--- config.mk ---
export PLATFORM = sky130hd
export DESIGN_NAME = tbgs_isqrt
export DESIGN_NICKNAME = d
export VERILOG_FILES = /design/src/hw/rtl/tbgs_pkg.sv /design/src/hw/rtl/tbgs_isqrt.sv
export SDC_FILE = /design/constraint.sdc
export NUM_CORES = 1
export LEC_CHECK = 0
export BUFFER_PORTS_ARGS = -buffer_cell sky130_fd_sc_hd__buf_2
export CAP_MARGIN = 10
export CORE_AREA = 2 2 252 254
export DETAILED_ROUTE_END_ITERATION = 16
export DIE_AREA = 0 0 254 256
export PLACE_DENSITY = 0.48
export SLEW_MARGIN = 5
export SYNTH_ARGS = -nofsm -noshare
export SYNTH_HDL_FRONTEND = slang
export SYNTH_SLANG_ARGS = --single-unit
--- constraint.sdc ---
create_clock -name clk -period 9.61 [get_ports clk]
set_clock_uncertainty 0.15 [all_clocks]
set_input_delay 1.4415 -clock clk [delete_from_list [all_inputs] [get_ports clk]]
set_output_delay 1.4415 -clock clk [all_outputs]
set_load 0.01 [all_outputs]
--- src/hw/rtl/tbgs_pkg.sv ---
// Shared types, constants and helpers of the two-body gravity step core.
`default_nettype none
package tbgs_pkg;

    localparam int FRAC_BITS = 16;
    localparam int TS_BITS   = 16;
    localparam int WORD_W    = 32;
    localparam int CFG_W     = 20;
    localparam int IDX_W     = 3;
    localparam int ACC_W     = 47;
    localparam int GM_W      = 36;
    localparam int NUM_W     = (GM_W + 2 * FRAC_BITS > ACC_W + FRAC_BITS) ?
                               GM_W + 2 * FRAC_BITS : ACC_W + FRAC_BITS;
    localparam int DEN_W     = 34;
    localparam int DCNT_W    = $clog2(NUM_W + 1);
    localparam int MUL_A_W   = 48;
    localparam int MUL_B_W   = (FRAC_BITS > TS_BITS) ? FRAC_BITS + 1 : TS_BITS + 1;
    localparam int PROD_W    = MUL_A_W + MUL_B_W;
    localparam int T_W       = 48;
    localparam int SUM_W     = 50;
    localparam int SQ_W      = 64;
    localparam int ROOT_W    = 32;
    localparam int HALF_W    = 16;
    localparam int DIST_MIN_RAW = ((1 << FRAC_BITS) + 500) / 1000;

    typedef logic signed [WORD_W-1:0] word_t;
    typedef logic signed [SUM_W-1:0]  wide_t;
    typedef logic [NUM_W-1:0]         num_t;
    typedef logic [DEN_W-1:0]         den_t;
    typedef logic [DCNT_W-1:0]        dcnt_t;
    typedef logic [MUL_A_W-1:0]       mula_t;
    typedef logic [MUL_B_W-1:0]       mulb_t;
    typedef logic [T_W-1:0]           t_t;
    typedef logic [SQ_W-1:0]          sq_t;
    typedef logic [ACC_W-1:0]         acc_t;
    typedef logic [FRAC_BITS:0]       unit_t;

    localparam den_t  DIST_MIN = (DIST_MIN_RAW < 1) ? den_t'(1) : den_t'(DIST_MIN_RAW);
    localparam acc_t  ACC_CAP  = '1;
    localparam unit_t U_ONE    = unit_t'(1) << FRAC_BITS;
    localparam sq_t   SQ_TOP   = sq_t'(1) << (SQ_W - 2);
    localparam wide_t WORD_MAX = 50'sd2147483647;
    localparam wide_t WORD_MIN = -50'sd2147483648;

    localparam logic [IDX_W-1:0] REG_GRAVITY = 3'd0;
    localparam logic [IDX_W-1:0] REG_MASS_A  = 3'd1;
    localparam logic [IDX_W-1:0] REG_MASS_B  = 3'd2;
    localparam logic [IDX_W-1:0] REG_RAD_A   = 3'd3;
    localparam logic [IDX_W-1:0] REG_RAD_B   = 3'd4;
    localparam logic [IDX_W-1:0] REG_FIELD_W = 3'd5;
    localparam logic [IDX_W-1:0] REG_FIELD_H = 3'd6;

    localparam logic [19:0] RST_GRAVITY = 20'd80000;
    localparam logic [15:0] RST_MASS_A  = 16'd25;
    localparam logic [15:0] RST_MASS_B  = 16'd1000;
    localparam logic [9:0]  RST_RAD_A   = 10'd25;
    localparam logic [9:0]  RST_RAD_B   = 10'd100;
    localparam logic [11:0] RST_FIELD_W = 12'd1920;
    localparam logic [11:0] RST_FIELD_H = 12'd1080;

    localparam logic OP_LOAD = 1'b0;
    localparam logic OP_STEP = 1'b1;
    localparam logic BODY_A  = 1'b0;
    localparam logic BODY_B  = 1'b1;

    typedef enum logic [4:0] {
        ST_IDLE, ST_OFF, ST_SQ, ST_SQRT_GO, ST_SQRT_W, ST_GM, ST_D1, ST_D1W,
        ST_D2, ST_D2W, ST_UD, ST_UDW, ST_T0, ST_T1, ST_T2, ST_T3, ST_T4,
        ST_WRAP, ST_MOVE, ST_OUT
    } state_t;

    typedef struct packed {
        logic              operation;
        logic              body_select;
        logic signed [31:0] init_pos_x;
        logic signed [31:0] init_pos_y;
        logic signed [31:0] init_vel_x;
        logic signed [31:0] init_vel_y;
        logic [15:0]       time_step;
    } in_item_t;

    typedef struct packed {
        logic signed [31:0] report_a_x;
        logic signed [31:0] report_a_y;
        logic signed [31:0] report_a_vx;
        logic signed [31:0] report_a_vy;
        logic signed [31:0] report_b_x;
        logic signed [31:0] report_b_y;
        logic signed [31:0] report_b_vx;
        logic signed [31:0] report_b_vy;
    } out_item_t;

    function automatic word_t sat_word(input wide_t v);
        word_t r;
        if (v > WORD_MAX) begin
            r = word_t'(WORD_MAX);
        end else if (v < WORD_MIN) begin
            r = word_t'(WORD_MIN);
        end else begin
            r = word_t'(v);
        end
        return r;
    endfunction

endpackage
`default_nettype wire

--- src/hw/rtl/tbgs_isqrt.sv ---
// Digit-by-digit integer square root, one result bit per cycle.
`default_nettype none
module tbgs_isqrt (
    input  wire logic           clk,
    input  wire logic           rst_n,
    input  wire logic           start,
    input  wire tbgs_pkg::sq_t  radicand,
    output logic                done,
    output logic [tbgs_pkg::ROOT_W-1:0] root
);

    logic          busy_reg, busy_next;
    logic          done_reg, done_next;
    tbgs_pkg::sq_t n_reg, n_next;
    tbgs_pkg::sq_t res_reg, res_next;
    tbgs_pkg::sq_t bit_reg, bit_next;
    tbgs_pkg::sq_t trial;

    always_comb
    begin
        trial     = res_reg + bit_reg;
        busy_next = busy_reg;
        done_next = 1'b0;
        n_next    = n_reg;
        res_next  = res_reg;
        bit_next  = bit_reg;
        if (start) begin
            busy_next = 1'b1;
            n_next    = radicand;
            res_next  = '0;
            bit_next  = tbgs_pkg::SQ_TOP;
        end else if (busy_reg) begin
            if (n_reg >= trial) begin
                n_next   = n_reg - trial;
                res_next = (res_reg >> 1) + bit_reg;
            end else begin
                res_next = res_reg >> 1;
            end
            bit_next = bit_reg >> 2;
            if (bit_reg[0]) begin
                busy_next = 1'b0;
                done_next = 1'b1;
            end
        end
    end

    always_ff @(posedge clk or negedge rst_n)
    begin
        if (!rst_n) begin
            busy_reg <= 1'b0;
            done_reg <= 1'b0;
        end else begin
            busy_reg <= busy_next;
            done_reg <= done_next;
        end
    end

    always_ff @(posedge clk)
    begin
        n_reg   <= n_next;
        res_reg <= res_next;
        bit_reg <= bit_next;
    end

    assign done = done_reg;
    assign root = res_reg[tbgs_pkg::ROOT_W-1:0];

endmodule
`default_nettype wire

==> key figures <==
Final layout
  • Area growth, synth to finish: 10.7%
  • Antenna cells: 0
  • Layout cells sized above 1: 0.0906
  • Finished Core Util: 0.273
  • Nets: 2,193
  • Design Area, Final: 0.0170 mm²

STA
  • Total Neg Setup Slack: 0 ps
  • RSZ-0062 raised after global routing: false
  • Final hold vios: 0
  • Fin crit share: 0.719
  • Pins over their slew limit: 0
  • Fmax: 145 MHz
  • Final setup vio count: 0
  • Slew HR: 0.331
  • Crit path time final: 6910 ps
  • Worst-Margin Slew: 999 ps

Power
  • VDD IR max: 310 µV
  • Pleak: 6.78 nW
  • Pwr dens: 277 mW/mm²

Global route
  • Initial antenna violation count: 0
  • Total track usage: 0.158
  • Vias in the first global route: 14,400
  • First-pass GRT wire length: 80,800 µm
  • GRT Residual Overflow: 0
  • Largest net degree at the start of global routing: 86

Synth
  • Post-synth EDFFs: 64
  • Synth area leaders: dfxtp_1 12%, edfxtp_1 12%, ha_1 11%, nand2_1 6.2%, o21ai_0 5.0%
  • Syn Area/Cell: 7.70 µm²
  • Async SR Flop Fraction: 0.0123
  • Synth Area in XOR/XNOR: 0.0870
  • Gate Count Post-Synth: 2,000
  • Post-Synth Simple-Gate Area: 0.197
  • Syn Nets: 2,198
  • Post-synthesis mux area share: 0.0302
  • Synth Area in Adders: 0.107
  • Prevailing post-synth register cell: dfxtp_1
  • Post-synth cell types: 85
  • Leading area contributor after synthesis: dfxtp_1
  • Combinational family with the most area after synthesis: compound AO/OA/AOI/OAI gates
  • Share of the synthesized area in the top cell type: 0.125
  • Yosys warning count: 0
  • Seq/Total Area, Yosys: 0.253
  • Synth Register Bits: 162
  • Synthesized area: 0.0154 mm²
  • Compound-Gate Fraction of Synth Area: 0.272

Detailed routing
  • Initial DRC Count: 1,042
  • Number of vias after detailed routing: 14,700
  • Post-DRT Antenna Nets: 0
  • DR WL/cell: 18.1 µm
  • WL final: 51,800 µm
  • # DRC: 0
  • DRT Pass-1 Iters: 7
  • Vias/cell: 5.14

Clock network
  • CTS tree: yes
  • Clk root buf: clkbuf_16
  • Post_cts resized: 0
  • H-tree depth: 4
  • Clk Latency, worst-skew pair: 470 ps
  • Sink Count: 162
  • Hold-fix buffer count after cts: 0
  • TritonCTS Buffers: 17
  • Reg clk slew, reported paths: 70 ps
  • Setup Buffers After CTS: 0
  • Clock buffer depth: 2

Floorplan
  • Row Count: 92
  • Top Ports: 100
  • Die area: 0.0650 mm²
  • Area of the core: 0.0624 mm²
  • Starting Density: 0.247
  • Die width: 254 µm
  • Die Y-Extent: 256 µm

Worst setup path
  • CP peak stage delay: 680 ps
  • Req. time, crit path: 9800 ps
  • Critical-path cell list: ha_1 -> ha_1 -> a21o_1 -> a31oi_1 -> o21ai_1 -> a211oi_1 -> o21ai_1 -> a41oi_2 -> o41ai_1 -> a21boi_1 -> nor4_1 -> a311oi_1 -> ha_1 -> inv_1 -> o21bai_1 -> a21oi_1 -> o21ai_1 -> o41ai_1 -> a21o_2 -> buf_4 -> nor2_2 -> a32o_1 -> a21oi_1 -> o211ai_1
  • Crit path max fanout: 82
  • Worst r2r path cells: 24
  • Worst path slowest cell: buf_4
  • Crit Path Class: reg -> reg
  • Buf/Inv on CP: 2
  • WP data arrival: 7100 ps
  • Delay-heaviest family, CP: compound AO/OA/AOI/OAI gates
  • CP startpoint kind: register
  • Worst setup EP type: register
  • Levels on crit path: 24

Outcome
  • Status: completed

Place
  • GP Congestion: 0.872
  • IO Port Bufs: 99
  • Detailed placement HPWL: 40,300 µm
  • Post-Place Cell Area: 0.0164 mm²

Min path
  • Hold path depth: 2
  • Worst Hold Class: reg -> reg

Flow run
  • Max-cap violations: 0
==> power by group <==
group	switching (mW)	total [mW]	internal, mW
clock network	0.318	0.745	0.427
logic	1.84	2.85	1.02
registers	0.131	1.12	0.991
total	2.28	4.72	2.44
==> layer usage <==
metal,global-route usage,part of all wire,vias up
li1,-,-,7325
met1,0.202,0.46,6943
met2,0.264,0.47,340
met3,0.0399,0.057,48
met4,0.0405,0.019,0
met5,0,0,-
==> cell usage after synthesis (41+ instances only) <==
library cell    n
edfxtp_1       64
mux2i_1        43
ha_1          130
inv_1          51
xor2_1         79
dfxtp_1        96
xnor2_1        74
a21o_1         51
nand3_1        41
a31oi_1        73
a21oi_1       124
nand2_1       255
o21ai_0       154
clkbuf_1       83
o21ai_1        53
nand4_1        42
nor2_1        194
==> cell type report <==
class                           instances  area [µm²]
Tap cell                              846        1060
Inverter                               52         195
Clock inverter                          9        85.1
Multi-Input combinational cell       1653       10700
Clock buffer                           23         543
Sequential cell                       162        3900
Timing Repair Buffer                  109         577
Fill cell                            6856       45300
==> logic make-up after synthesis <==
logic type      Yosys count
compound gates          652
xor+xnor                153
fa+ha+maj               131
buf+inv                 185
flops                   162
mux                      46
simple gates            671
==> layout by cell type (no fill, tap or decap), types with 42 or more instances in the layout <==
cell type,count
a21o_1,50
nand2_1,255
xnor2_1,74
edfxtp_1,64
xor2_1,79
nor2_1,194
o21ai_1,53
mux2i_1,43
buf_2,98
o21ai_0,153
a31oi_1,73
dfxtp_1,96
ha_1,130
inv_1,51
nand4_1,42
a21oi_1,123
==> worst paths after layout <==
kind	start	end	slack [ps]
max	bit_reg[0]	res_reg[60]	2700
min in group asynchronous	rst_n	busy_reg	610
min reg2reg	res_reg[0]	res_reg[0]	370
max in group asynchronous	rst_n	busy_reg	8570
max reg2reg	bit_reg[0]	res_reg[60]	2700
min	res_reg[0]	res_reg[0]	370
==> tightest hold or removal path, cell delays in order (launching register included) <==
cell and delay, ps:
dfxtp_1 320, nor2_1 90, a311oi_1 60
==> through the flow <==
step / hold slack (ps) / worst slack (ps) / cells / total power, mW
6_report: 372 / 2700 / 2854 / 4.72
5_1_grt: 412 / 2050 / 2854 / 5.12
4_1_cts: 365 / 2740 / 2854 / 4.72
3_5_place_dp: 354 / 2760 / 2822 / 3.96
3_3_place_gp: 342 / 2860 / 2822 / 3.95
2_1_floorplan: 324 / 1720 / 2000 / 3.23
No activity file was read; power rests on OpenSTA's default activity.
