$ cat config.mk
export PLATFORM = sky130hd
export DESIGN_NAME = tbgs_div
export DESIGN_NICKNAME = d
export VERILOG_FILES = /design/src/hw/rtl/tbgs_pkg.sv /design/src/hw/rtl/tbgs_div.sv
export SDC_FILE = /design/constraint.sdc
export NUM_CORES = 1
export LEC_CHECK = 0
export ABC_AREA = 0
export BUFFER_PORTS_ARGS = -buffer_cell sky130_fd_sc_hd__buf_2
export CORE_MARGIN = 3
export CORE_UTILIZATION = 40
export CTS_CLUSTER_SIZE = 8
export DETAILED_ROUTE_END_ITERATION = 7
export GPL_ROUTABILITY_DRIVEN = 0
export MAX_ROUTING_LAYER = met4
export PLACE_DENSITY = 0.63
export RECOVER_POWER = 100
export SLEW_MARGIN = 10
export SYNTH_ARGS = -nofsm -noshare
export SYNTH_HDL_FRONTEND = slang
export SYNTH_SLANG_ARGS = --single-unit
$ cat constraint.sdc
create_clock -name clk -period 3.7 [get_ports clk]
set_input_delay 0.185 -clock clk [delete_from_list [all_inputs] [get_ports clk]]
set_output_delay 0.185 -clock clk [all_outputs]
set_load 0.01 [all_outputs]
$ cat src/hw/rtl/tbgs_pkg.sv
// Shared types, constants and helpers of the two-body gravity step core.
`default_nettype none
package tbgs_pkg;

    localparam int FRAC_BITS = 16;
    localparam int TS_BITS   = 16;
    localparam int WORD_W    = 32;
    localparam int CFG_W     = 20;
    localparam int IDX_W     = 3;
    localparam int ACC_W     = 47;
    localparam int GM_W      = 36;
    localparam int NUM_W     = (GM_W + 2 * FRAC_BITS > ACC_W + FRAC_BITS) ?
                               GM_W + 2 * FRAC_BITS : ACC_W + FRAC_BITS;
    localparam int DEN_W     = 34;
    localparam int DCNT_W    = $clog2(NUM_W + 1);
    localparam int MUL_A_W   = 48;
    localparam int MUL_B_W   = (FRAC_BITS > TS_BITS) ? FRAC_BITS + 1 : TS_BITS + 1;
    localparam int PROD_W    = MUL_A_W + MUL_B_W;
    localparam int T_W       = 48;
    localparam int SUM_W     = 50;
    localparam int SQ_W      = 64;
    localparam int ROOT_W    = 32;
    localparam int HALF_W    = 16;
    localparam int DIST_MIN_RAW = ((1 << FRAC_BITS) + 500) / 1000;

    typedef logic signed [WORD_W-1:0] word_t;
    typedef logic signed [SUM_W-1:0]  wide_t;
    typedef logic [NUM_W-1:0]         num_t;
    typedef logic [DEN_W-1:0]         den_t;
    typedef logic [DCNT_W-1:0]        dcnt_t;
    typedef logic [MUL_A_W-1:0]       mula_t;
    typedef logic [MUL_B_W-1:0]       mulb_t;
    typedef logic [T_W-1:0]           t_t;
    typedef logic [SQ_W-1:0]          sq_t;
    typedef logic [ACC_W-1:0]         acc_t;
    typedef logic [FRAC_BITS:0]       unit_t;

    localparam den_t  DIST_MIN = (DIST_MIN_RAW < 1) ? den_t'(1) : den_t'(DIST_MIN_RAW);
    localparam acc_t  ACC_CAP  = '1;
    localparam unit_t U_ONE    = unit_t'(1) << FRAC_BITS;
    localparam sq_t   SQ_TOP   = sq_t'(1) << (SQ_W - 2);
    localparam wide_t WORD_MAX = 50'sd2147483647;
    localparam wide_t WORD_MIN = -50'sd2147483648;

    localparam logic [IDX_W-1:0] REG_GRAVITY = 3'd0;
    localparam logic [IDX_W-1:0] REG_MASS_A  = 3'd1;
    localparam logic [IDX_W-1:0] REG_MASS_B  = 3'd2;
    localparam logic [IDX_W-1:0] REG_RAD_A   = 3'd3;
    localparam logic [IDX_W-1:0] REG_RAD_B   = 3'd4;
    localparam logic [IDX_W-1:0] REG_FIELD_W = 3'd5;
    localparam logic [IDX_W-1:0] REG_FIELD_H = 3'd6;

    localparam logic [19:0] RST_GRAVITY = 20'd80000;
    localparam logic [15:0] RST_MASS_A  = 16'd25;
    localparam logic [15:0] RST_MASS_B  = 16'd1000;
    localparam logic [9:0]  RST_RAD_A   = 10'd25;
    localparam logic [9:0]  RST_RAD_B   = 10'd100;
    localparam logic [11:0] RST_FIELD_W = 12'd1920;
    localparam logic [11:0] RST_FIELD_H = 12'd1080;

    localparam logic OP_LOAD = 1'b0;
    localparam logic OP_STEP = 1'b1;
    localparam logic BODY_A  = 1'b0;
    localparam logic BODY_B  = 1'b1;

    typedef enum logic [4:0] {
        ST_IDLE, ST_OFF, ST_SQ, ST_SQRT_GO, ST_SQRT_W, ST_GM, ST_D1, ST_D1W,
        ST_D2, ST_D2W, ST_UD, ST_UDW, ST_T0, ST_T1, ST_T2, ST_T3, ST_T4,
        ST_WRAP, ST_MOVE, ST_OUT
    } state_t;

    typedef struct packed {
        logic              operation;
        logic              body_select;
        logic signed [31:0] init_pos_x;
        logic signed [31:0] init_pos_y;
        logic signed [31:0] init_vel_x;
        logic signed [31:0] init_vel_y;
        logic [15:0]       time_step;
    } in_item_t;

    typedef struct packed {
        logic signed [31:0] report_a_x;
        logic signed [31:0] report_a_y;
        logic signed [31:0] report_a_vx;
        logic signed [31:0] report_a_vy;
        logic signed [31:0] report_b_x;
        logic signed [31:0] report_b_y;
        logic signed [31:0] report_b_vx;
        logic signed [31:0] report_b_vy;
    } out_item_t;

    function automatic word_t sat_word(input wide_t v);
        word_t r;
        if (v > WORD_MAX) begin
            r = word_t'(WORD_MAX);
        end else if (v < WORD_MIN) begin
            r = word_t'(WORD_MIN);
        end else begin
            r = word_t'(v);
        end
        return r;
    endfunction

endpackage
`default_nettype wire

$ cat src/hw/rtl/tbgs_div.sv
// Bit-serial restoring divider, one quotient bit per cycle.
`default_nettype none
module tbgs_div (
    input  wire logic            clk,
    input  wire logic            rst_n,
    input  wire logic            start,
    input  wire tbgs_pkg::num_t  num,
    input  wire tbgs_pkg::den_t  den,
    output logic                 done,
    output tbgs_pkg::num_t       quo
);

    logic            busy_reg, busy_next;
    logic            done_reg, done_next;
    tbgs_pkg::dcnt_t cnt_reg, cnt_next;
    tbgs_pkg::den_t  rem_reg, rem_next;
    tbgs_pkg::den_t  den_reg, den_next;
    tbgs_pkg::num_t  quo_reg, quo_next;
    logic [tbgs_pkg::DEN_W:0] trial, diff;
    logic            ge;

    always_comb
    begin
        trial     = {rem_reg, quo_reg[tbgs_pkg::NUM_W-1]};
        ge        = trial >= {1'b0, den_reg};
        diff      = trial - {1'b0, den_reg};
        busy_next = busy_reg;
        done_next = 1'b0;
        cnt_next  = cnt_reg;
        rem_next  = rem_reg;
        den_next  = den_reg;
        quo_next  = quo_reg;
        if (start) begin
            busy_next = 1'b1;
            cnt_next  = tbgs_pkg::dcnt_t'(tbgs_pkg::NUM_W);
            rem_next  = '0;
            den_next  = den;
            quo_next  = num;
        end else if (busy_reg) begin
            rem_next = ge ? diff[tbgs_pkg::DEN_W-1:0] : trial[tbgs_pkg::DEN_W-1:0];
            quo_next = {quo_reg[tbgs_pkg::NUM_W-2:0], ge};
            cnt_next = cnt_reg - tbgs_pkg::dcnt_t'(1);
            if (cnt_reg == tbgs_pkg::dcnt_t'(1)) begin
                busy_next = 1'b0;
                done_next = 1'b1;
            end
        end
    end

    always_ff @(posedge clk or negedge rst_n)
    begin
        if (!rst_n) begin
            busy_reg <= 1'b0;
            done_reg <= 1'b0;
            cnt_reg  <= '0;
        end else begin
            busy_reg <= busy_next;
            done_reg <= done_next;
            cnt_reg  <= cnt_next;
        end
    end

    always_ff @(posedge clk)
    begin
        rem_reg <= rem_next;
        den_reg <= den_next;
        quo_reg <= quo_next;
    end

    assign done = done_reg;
    assign quo  = quo_reg;

`ifndef SYNTHESIS
    a_start_idle: assert property (@(posedge clk) disable iff (!rst_n)
        start |-> !busy_reg)
        else $error("divider started while busy");
    a_done_idle: assert property (@(posedge clk) disable iff (!rst_n)
        done_reg |-> !busy_reg)
        else $error("divider done while busy");
    a_busy_count: assert property (@(posedge clk) disable iff (!rst_n)
        busy_reg |-> cnt_reg != '0)
        else $error("divider busy with empty count");
`endif

endmodule
`default_nettype wire

==> results by group, run 1 <==
Status
  • Outcome: finished with violations
  • Failing checks: capacitance limit, slew limit

Yosys
  • Mapped Cells: between 600 and 700
  • FF+latch count, synth: 145
  • Mean Syn Cell Area: 11.3 sq um
  • Yosys cell types: 64
  • Cell accounting for the most synthesized area: edfxtp_1
  • Yosys warnings: 0
  • Syn Nets: 840
  • Post-synthesis sequential area ratio: 0.504
  • Synth Cell Area: ~7900 sq um
  • Post-synth EDFFs: 102
  • Async SR Flop Fraction: 0.0621
  • Yosys top cell area share: 0.389
  • Synth Flop Type: edfxtp_1
  • Ranking of synthesized cells by area: edfxtp_1 39%, mux2_2 9.7%, dfxtp_1 8.6%

Layout
  • Area of the multi-input gates: 3590 sq um
  • Layout filler cell count: ~1.8k
  • Final cell count without fillers: 1171
  • Nets: roughly 1.0k
  • Area Growth Syn to Fin: 24.9%
  • Max reg flops: 68
  • Reg area: around 4000 sq um
  • ANT cells: 0
  • Design Area, Final: 9840 sq um
  • Ratio of cells with drive above 1 in the final layout: 0.239

Floorplan
  • Initial core utilization: 0.414
  • Core area: ~19000 sq um
  • Die Span X: about 150 um
  • # IOs: about 170
  • Core Rows: 50
  • Die ar.: 21400 sq um
  • Die extent in y: around 150 um

Route
  • DRC viols: 0
  • Antenna Nets Post-Route: 0
  • Drt first-iter violations: around 290
  • Overall routed net length: between 15 and 20 mm
  • Via count: approximately 6.0k
  • WL/cell: 16.1 um
  • Vias per inst: approximately 5
  • First drt pass iteration count: 4

GRT
  • Busiest grt layer: met2
  • Global Route Usage Sum: 0.185
  • Largest net degree at the start of global routing: 57
  • Met3 Track Usage GR: 0.0543
  • Number of global-route vias before repair: just over 6k
  • Global-route wire length before repair: 31.3 mm
  • Initial antenna violation count: 0
  • Met2 Use GR: 0.288
  • Met1 Track Usage GR: 0.241
  • Remaining Overflow, GRT: 0

Pwr
  • Power per cell area: roughly 450 nW/um^2
  • Lkg Pwr: between 3 and 4 nW
  • Sw frac: 0.260
  • P_int: between 3 and 4 mW
  • Total power: between 4 and 5 mW
  • VDD IR-drop max: between 200 and 300 uV
  • Clk pwr share: 0.413
  • P_sw: roughly 1.2 mW
  • Combinational Power Share: 0.142
  • Sequential power share: 0.444

STA
  • Tcrit/Tclk final: 0.875
  • Final setup fails: 0
  • RSZ-0062 raised after global routing: no
  • Slew headroom: -0.806
  • Total Negative Setup Slacks: 0 ns
  • Fmax: 309 MHz
  • Actual slew at the worst max-slew pin: 2.71 ns
  • Fin crit period: between 3 and 4 ns
  • Final Hold Viols: 0
  • Setup Skew: 0.0124 ns
  • Fin. max-slew vios: just over 50

Place
  • # placed instances: between 1k and 1.5k
  • Post-DP HPWL: approximately 14 mm
  • Post-placement cell area: 8970 sq um
  • PortBufs: 173

Hold path
  • Worst Hold Path Cells: 2
  • Hold Path Class: primary input to register
  • Hold_sp: num[41]
  • WHS Endpoint: quo[41]$_DFFE_PP_

Worst setup path
  • Critical-path top delay cell: a311o_1
  • Max FO, Critical Path: 22
  • Worst R2R Setup Slack: about 0.46 ns
  • Startpoint types: register
  • FF-to-FF Start: den_reg[10]$_DFFE_PP_
  • Worst setup path class: register to register
  • Crit path largest cell delay: 0.42 ns
  • CP Cell Sequence: inv_1 > ha_1 > and3_1 > nand4_1 > nor4_1 > a32oi_1 > o221ai_2 > a21oi_1 > o21ai_4 > buf_12 > nor3_1 > a311o_1
  • Reg2Reg Depth: 12
  • CP arrival: around 3.5 ns
  • WP data required: roughly 4.0 ns
  • RR Endpoint: rem_reg[22]$_SDFFE_PP0P_
  • CP Capture Type: register

Clocking
  • Clock transition at path regs: 0.07 ns
  • Hold buffers post-CTS: 35
  • TritonCTS clock tree: yes
  • Clk sinks: 145
  • Root buffer cell: clkbuf_16
  • # H-tree levels: 4
  • Clock Path Buffers: 2
  • Clk Latency, worst-skew pair: 0.43 ns
  • CTS Buf Count: 17
  • PostCTS Resize Cnt: 0
  • Post-CTS Setup Bufs: 0

Run
  • Max-cap violation count: 1
through the flow:
stage	setup WS [ns]	hold slack [ns]	utilization
floorplan	0.885	-0.111	-
global placement	0.672	0.0483	0.472
detailed placement	0.558	0.0516	0.472
CTS	0.544	0.0360	0.523
global route	0.181	0.0408	0.517
finish	0.463	0.0568	0.517
metal layers:
| layer | routed length (um) | vias up | part of all wire |
|---|---|---|---|
| met5 | 0 | - | 0 |
| met4 | 162 | 0 | 0.0086 |
| met3 | 1250 | 12 | 0.066 |
| met2 | 8890 | 179 | 0.47 |
| met1 | 8560 | 2798 | 0.45 |
| li1 | - | 2994 | - |
placed cells by master (no fill, tap or decap), types with 12 or more instances in the layout:
cell type	netlist	layout
o21ai_0	26	26
nand2_1	44	44
nor2_1	49	49
clkbuf_1	23	74
mux2_2	68	68
edfxtp_1	102	102
a21oi_1	46	47
nor3_1	13	13
xnor2_1	20	20
dlygate4sd3_1	0	35
clkbuf_16	0	17
inv_1	41	41
a211oi_1	26	26
dfxtp_1	34	34
a21o_1	12	12
xor2_1	14	14
buf_2	5	100
mux2i_1	28	28
ha_1	36	36
critical path, delay by kind of cell (launching register included):
kind            cells  cell delay (ns)
simple gates        4             0.85
compound gates      5             1.24
fa+ha+maj           1             0.40
flops               1             0.32
buf+inv             2             0.29
Yosys cell counts (2+ instances only):
master / count
a211o_1: 3
a211oi_1: 26
a21boi_0: 2
a21o_1: 12
a21oi_1: 46
a21oi_2: 2
a31oi_1: 4
a41o_1: 2
and2_1: 3
buf_1: 2
buf_2: 5
buf_6: 4
clkbuf_1: 23
dfrtp_1: 9
dfxtp_1: 34
edfxtp_1: 102
ha_1: 36
inv_1: 41
mux2_2: 68
mux2i_1: 28
nand2_1: 44
nand2b_1: 5
nand3_1: 7
nand4_1: 8
nor2_1: 49
nor2b_1: 5
nor3_1: 13
nor3b_1: 2
nor4_1: 2
o211ai_1: 5
o21a_1: 7
o21ai_0: 26
o21ai_1: 3
o21bai_1: 2
o22ai_1: 2
o31ai_1: 3
o41ai_1: 2
or2_2: 3
xnor2_1: 20
xor2_1: 14
power by group through the flow:
stage	Clock, mW	Combinational (mW)	Sequential, mW
finish	1.83	0.630	1.97
global route	1.94	0.700	1.99
CTS	1.87	0.659	1.97
detailed placement	0	0.626	1.99
global placement	0	0.623	1.99
floorplan	0	0.356	2.02
kinds of logic (layout without fill, tap and decap cells):
group | Yosys count | in the layout | share of synthesized area
buf+inv | 75 | 288 | 0.0403
simple gates | 152 | 152 | 0.0910
mux | 96 | 96 | 0.133
flops | 145 | 145 | 0.504
fa+ha+maj | 37 | 37 | 0.0597
compound gates | 159 | 159 | 0.135
xor+xnor | 34 | 34 | 0.0378
layout make-up:
| type | instances | area share |
|---|---|---|
| timing repair buffer | 215 | 0.120 |
| clock inverter | 15 | 0.0198 |
| inverter | 41 | 0.0156 |
| multi-input combinational | 478 | 0.365 |
| sequential | 145 | 0.403 |
| tap | 260 | 0.0331 |
| clock buffer | 17 | 0.0432 |
worst max-delay path by stage:
stage,startpoint,to,cells past startpoint
floorplan,quo[67]$_DFFE_PP_,rem_reg[28]$_SDFFE_PP0P_,13
global placement,quo[67]$_DFFE_PP_,rem_reg[28]$_SDFFE_PP0P_,13
detailed placement,den_reg[10]$_DFFE_PP_,rem_reg[22]$_SDFFE_PP0P_,12
CTS,den_reg[10]$_DFFE_PP_,rem_reg[22]$_SDFFE_PP0P_,12
global route,den_reg[10]$_DFFE_PP_,rem_reg[22]$_SDFFE_PP0P_,12
finish,den_reg[10]$_DFFE_PP_,rem_reg[22]$_SDFFE_PP0P_,12
Power figures use the tool's default switching activity.
==> run 2: changes to the inputs <==
Settings changed: BUFFER_PORTS_ARGS -buffer_cell sky130_fd_sc_hd__buf_2 to unset, DONT_BUFFER_PORTS set to 1, PLACE_DENSITY 0.63 to 0.55.
Clock period 3.7 ns to 3.6 ns, I/O delays scaled along.
==> run 2 against run 1 <==
The run still ends with capacitance limit, slew limit left. Setup slack about the same. Final cell count shrank 9.1%. Sequential share of layout area rose by 0.56 points. Die area unchanged. Utilization fell by 0.71 points. Design area down 1.4%. Power is 0.53% higher. Global-route usage about the same. Maximum frequency up 3.2%. Via count fell by 4.7%.
==> results by group, run 2 (synthesized netlist as in run 1, its figures left out) <==
Floorplan
  • Die ar.: 21400 sq um
  • Initial core utilization: 0.414
  • Core area: 19000 sq um
  • Core Rows: 50
  • Die extent in y: between 100 and 150 um
  • Die Span X: 146 um
  • # IOs: about 170

Route
  • Via count: between 5k and 6k
  • First drt pass iteration count: 4
  • Overall routed net length: approximately 19 mm
  • Antenna Nets Post-Route: 0
  • Drt first-iter violations: between 300 and 400
  • Vias per inst: roughly 5.4
  • WL/cell: 17.7 um
  • DRC viols: 0

Run
  • Max-cap violation count: 1

STA
  • Final Worst Setup Slack: around 0.46 ns
  • Fmax: between 300 and 400 MHz
  • Fin. max-slew vios: approximately 120
  • Fin crit period: 3.14 ns
  • Actual slew at the worst max-slew pin: 2.86 ns
  • Total Negative Setup Slacks: 0 ns
  • Slew headroom: -0.904
  • Smallest hold slack: ~0.084 ns
  • RSZ-0062 raised after global routing: no
  • Tcrit/Tclk final: 0.871
  • Setup Skew: around 0.013 ns
  • Final Hold Viols: 0
  • Final setup fails: 0

Layout
  • Commonest non-fill, non-tap cell in the layout: dlygate4sd3_1
  • ANT cells: 0
  • Area Growth Syn to Fin: 23.2%
  • Design Area, Final: between 9000 and 10000 sq um
  • Commonest cells after routing, fill and taps aside: 104 x dlygate4sd3_1, 102 x edfxtp_1, 65 x mux2_2
  • Ratio of cells with drive above 1 in the final layout: 0.143
  • Nets: slightly above 900
  • Max reg flops: 68
  • Layout filler cell count: 1692

Worst setup path
  • Critical-path top delay cell: fa_1
  • Reg2Reg Depth: 13
  • CP Capture Type: register
  • CP arrival: 3.47 ns
  • Max FO, Critical Path: 3
  • Startpoint types: register
  • Number of cells on the critical path: 13
  • WP data required: 3.94 ns
  • CP Cell Sequence: inv_1 > ha_1 > inv_1 > fa_1 > a211o_1 > a21o_1 > a21boi_0 > o31ai_1 > a21o_1 > a211oi_1 > xnor2_1 > mux2i_1 > o21ai_0
  • Worst path top cell family by delay: compound AO/OA/AOI/OAI gates
  • Worst setup path class: register to register
  • Crit path largest cell delay: around 0.42 ns
  • Crit path buf inv count: 2

Clocking
  • Clock transition at path regs: around 0.070 ns
  • TritonCTS clock tree: yes
  • Clk Latency, worst-skew pair: between 0.4 and 0.5 ns
  • Root buffer cell: clkbuf_16
  • Clock Path Buffers: 2
  • CTS Buf Count: 17
  • Clk sinks: roughly 150
  • PostCTS Resize Cnt: 0
  • # H-tree levels: 4

GRT
  • Global-route wire length before repair: roughly 31 mm
  • Initial antenna violation count: 0
  • Remaining Overflow, GRT: 0
  • Global Route Usage Sum: 0.185
  • Number of global-route vias before repair: approximately 6k
  • Largest net degree at the start of global routing: around 120

Place
  • Post-placement cell area: 8090 sq um
  • PortBufs: 0
  • Place WS: ~0.48 ns
  • Post-DP HPWL: 12.3 mm

Pwr
  • Lkg Pwr: approximately 3.7 nW
  • VDD IR-drop max: around 290 uV
  • Total power: 4.45 mW
  • Power per cell area: roughly 460 nW/um^2

Status
  • Outcome: finished with violations
  • Failing checks: capacitance limit, slew limit

Hold path
  • Worst Hold Path Cells: 3
  • Hold Path Class: primary input to register
-- run 2: changes by cell type in the layout (fill, tap and decap cells not counted) --
cell,before,now
buf_12,1,0
buf_2,100,1
buf_4,4,3
bufinv_16,3,2
clkbuf_1,74,1
clkinv_1,2,0
clkinv_4,1,0
clkinvlp_4,0,3
dlygate4sd3_1,35,104
inv_6,5,7
inv_8,4,2
mux2_1,0,3
mux2_2,68,65
-- run 2: final timing paths --
| check | start | end | slack, ns |
|---|---|---|---|
| worst min-delay path | start | rem_reg[29]$_SDFFE_PP0P_ | 0.08 |
| worst max-delay path | quo[67]$_DFFE_PP_ | rem_reg[28]$_SDFFE_PP0P_ | 0.46 |
| min in group asynchronous | rst_n | cnt_reg[4]$_DFFE_PN0P_ | 0.13 |
| worst max register to register | quo[67]$_DFFE_PP_ | rem_reg[28]$_SDFFE_PP0P_ | 0.46 |
| worst min register to register | rem_reg[19]$_SDFFE_PP0P_ | rem_reg[19]$_SDFFE_PP0P_ | 0.48 |
| max in group asynchronous | rst_n | cnt_reg[1]$_DFFE_PN0P_ | 3.17 |
-- run 2: timing repair --
action,4_1_cts,5_1_grt
hold buffers,105,0
setup buffers,0,0
endpoints found under the setup margin,0,0
endpoints found under the hold margin,176,0
-- run 2: cell type report --
cell class | count | area (sq um) | area share
inverters | 41 | 154 | 0.0159
clock buffers | 17 | 425 | 0.0438
repair buffers | 110 | 1080 | 0.111
well taps | 260 | 325 | 0.0335
clock inverters | 14 | 166 | 0.0171
flip-flops and latches | 145 | 3970 | 0.409
multi-input cells | 478 | 3590 | 0.370
-- run 2: layer usage --
layer	global-route usage	up-vias	share of wire
met5	-	-	0
met4	0.0536	0	0.014
met3	0.0583	18	0.064
met2	0.294	191	0.49
met1	0.227	2724	0.44
li1	-	2766	-
-- run 2: per-stage QoR --
stage / std cells / util
2_1_floorplan: 698 / -
3_3_place_gp: 929 / 0.425
3_5_place_dp: 929 / 0.425
4_1_cts: 1065 / 0.513
5_1_grt: 1065 / 0.510
6_report: 1065 / 0.510
-- run 2: worst reg2reg max path, stage by stage, from the launching register on --
cell and delay [ns]:
edfxtp_1 0.38, inv_1 0.07, ha_1 0.16, inv_1 0.05, fa_1 0.42, a211o_1 0.34, a21o_1 0.20, a21boi_0 0.29
o31ai_1 0.19, a21o_1 0.26, a211oi_1 0.31, xnor2_1 0.15, mux2i_1 0.08, o21ai_0 0.15
-- run 2: power by group --
group	total, mW	switching (mW)	leakage, nW	internal [mW]
Combinational	0.550	0.265	2.03	0.286
Sequential	2.09	0.141	1.44	1.95
Clock	1.81	0.768	0.282	1.04
==> run 3: changes to the inputs <==
==> constraint.sdc (replaced) <==
create_clock -name clk -period 3.6 [get_ports clk]
set_input_delay 0.18 -clock clk [delete_from_list [all_inputs] [get_ports clk]]
set_output_delay 0.18 -clock clk [all_outputs]
set_load 0.05 [all_outputs]
==> run 3 against run 2 <==
The run still ends with capacitance limit, slew limit left. Power rose by 4.1%. Die area did not move. Count of clock-buffer cells in the layout did not move. Final cell count barely moved. Critical path type unchanged. Critical endpoint unchanged.
==> results by group, run 3 (synthesized netlist as in run 1, its figures left out) <==
Route
  • First drt pass iteration count: 5
  • Overall routed net length: 19.1 mm
  • WL/cell: 17.9 um
  • DRC viols: 0
  • Via count: 5668
  • Drt first-iter violations: 285
  • Vias per inst: about 5.3
  • Antenna Nets Post-Route: 0

Layout
  • Commonest cells after routing, fill and taps aside: 105 x dlygate4sd3_1, 102 x edfxtp_1, 65 x mux2_2
  • Max reg flops: 68
  • Reg area: approximately 4000 sq um
  • ANT cells: 0
  • Ratio of cells with drive above 1 in the final layout: 0.141
  • Layout filler cell count: roughly 1.7k
  • Nets: approximately 940
  • Design Area, Final: between 9000 and 10000 sq um
  • Area Growth Syn to Fin: 23.0%
  • Final core occ: 0.509
  • Area of the multi-input gates: 3590 sq um
  • Commonest non-fill, non-tap cell in the layout: dlygate4sd3_1

Worst setup path
  • Worst R2R Setup Slack: around 0.46 ns
  • Max FO, Critical Path: 3
  • Worst setup path class: register to register
  • CP arrival: 3.48 ns
  • Startpoint types: register
  • WP data required: approximately 3.9 ns
  • CP Capture Type: register

Status
  • Outcome: finished with violations
  • Failing checks: capacitance limit, slew limit

GRT
  • Global-route wire length before repair: 31.0 mm
  • Number of global-route vias before repair: 6013
  • Largest net degree at the start of global routing: 120
  • Global Route Usage Sum: 0.185
  • Remaining Overflow, GRT: 0
  • Initial antenna violation count: 0

STA
  • Setup Skew: 0.0135 ns
  • Total Negative Setup Slacks: 0 ns
  • Final setup fails: 0
  • Actual slew at the worst max-slew pin: 2.80 ns
  • Fmax: roughly 320 MHz
  • Fin. max-slew vios: between 100 and 150
  • Final Worst Setup Slack: roughly 0.46 ns
  • Final Hold Viols: 0
  • Fin crit period: around 3.1 ns
  • Slew headroom: -0.864
  • RSZ-0062 raised after global routing: no
  • Tcrit/Tclk final: 0.873

Clocking
  • Post-CTS Setup Bufs: 0
  • Clk sinks: about 150
  • Clk Latency, worst-skew pair: roughly 0.42 ns
  • Clock Path Buffers: 2
  • Clock transition at path regs: roughly 0.070 ns
  • TritonCTS clock tree: yes
  • Root buffer cell: clkbuf_16
  • # H-tree levels: 4
  • CTS Buf Count: 17

Place
  • Post-DP HPWL: approximately 12 mm
  • PortBufs: 0
  • Post-placement cell area: 8090 sq um
  • Place WS: approximately 0.51 ns

Floorplan
  • Core area: around 19000 sq um
  • Die ar.: ~21000 sq um
  • Die Span X: around 150 um
  • Core Rows: 50
  • Initial core utilization: 0.414
  • # IOs: 174
  • Die extent in y: about 150 um

Pwr
  • Total power: about 4.6 mW
  • P_int: between 3 and 4 mW
  • Combinational Power Share: 0.120
  • Power per cell area: between 400 and 500 nW/um^2
  • P_sw: ~1.4 mW
  • Lkg Pwr: roughly 3.7 nW
  • Clk pwr share: 0.373
  • Sw frac: 0.307
  • Sequential power share: 0.507
  • VDD IR-drop max: 279 uV

Hold path
  • Hold Path Class: primary input to register

Run
  • Max-cap violation count: 1
[run 3: cell count changes in the layout (fill, tap and decap cells not counted), sizes merged]
cell,change
clkinv,+2
inv,-1
bufinv,-1
dlygate4sd3,+1
[run 3: final timing paths]
kind / from / to / cells past startpoint
min: start / rem_reg[29]$_SDFFE_PP0P_ / 3
max in group asynchronous: rst_n / cnt_reg[2]$_DFFE_PN0P_ / 1
max reg2reg: quo[67]$_DFFE_PP_ / rem_reg[28]$_SDFFE_PP0P_ / 13
min reg2reg: rem_reg[19]$_SDFFE_PP0P_ / rem_reg[19]$_SDFFE_PP0P_ / 2
max: quo[67]$_DFFE_PP_ / rem_reg[28]$_SDFFE_PP0P_ / 13
min in group asynchronous: rst_n / done$_DFF_PN0_ / 1
[run 3: layer usage]
metal | wire [um] | GRT usage | share of wire | vias up
li1 | - | - | - | 2768
met1 | 8350 | 0.223 | 0.44 | 2667
met2 | 9170 | 0.297 | 0.48 | 205
met3 | 1200 | 0.0528 | 0.063 | 28
met4 | 406 | 0.0673 | 0.021 | 0
met5 | 0 | - | 0 | -
[run 3: critical path, stage by stage, from the launching register on]
cell      delay, ns
edfxtp_1       0.38
inv_1          0.07
ha_1           0.15
inv_1          0.05
fa_1           0.42
a211o_1        0.33
a21o_1         0.19
a21boi_0       0.30
o31ai_1        0.19
a21o_1         0.26
a211oi_1       0.32
xnor2_1        0.16
mux2i_1        0.08
o21ai_0        0.16
[run 3: power by group through the flow]
| stage | combinational (mW) | sequential, mW | clock [mW] |
|---|---|---|---|
| after floorplan | 0.366 | 2.34 | 0 |
| after global routing | 0.615 | 2.36 | 1.86 |
| final | 0.556 | 2.35 | 1.73 |
| after detailed placement | 0.429 | 2.37 | 0 |
| after global placement | 0.419 | 2.38 | 0 |
| after CTS | 0.554 | 2.35 | 1.78 |
[run 3: layout make-up]
class,count,share of cell area
well taps,260,0.0336
inverters,41,0.0159
clock inverters,14,0.0147
repair buffers,111,0.112
multi-input cells,478,0.370
clock buffers,17,0.0439
flip-flops and latches,145,0.410
[run 3: through the flow]
step | hold slack (ns) | instances
after floorplan | -0.116 | 698
after global placement | -0.115 | 929
after detailed placement | -0.115 | 929
after CTS | 0.0585 | 1066
after global routing | 0.0864 | 1066
final | 0.0831 | 1066
[run 3: repair_timing]
| action | in CTS | in global routing |
|---|---|---|
| endpoints found under the hold margin | 176 | 0 |
| hold buffers | 106 | 0 |
| gates resized for setup | 0 | 0 |
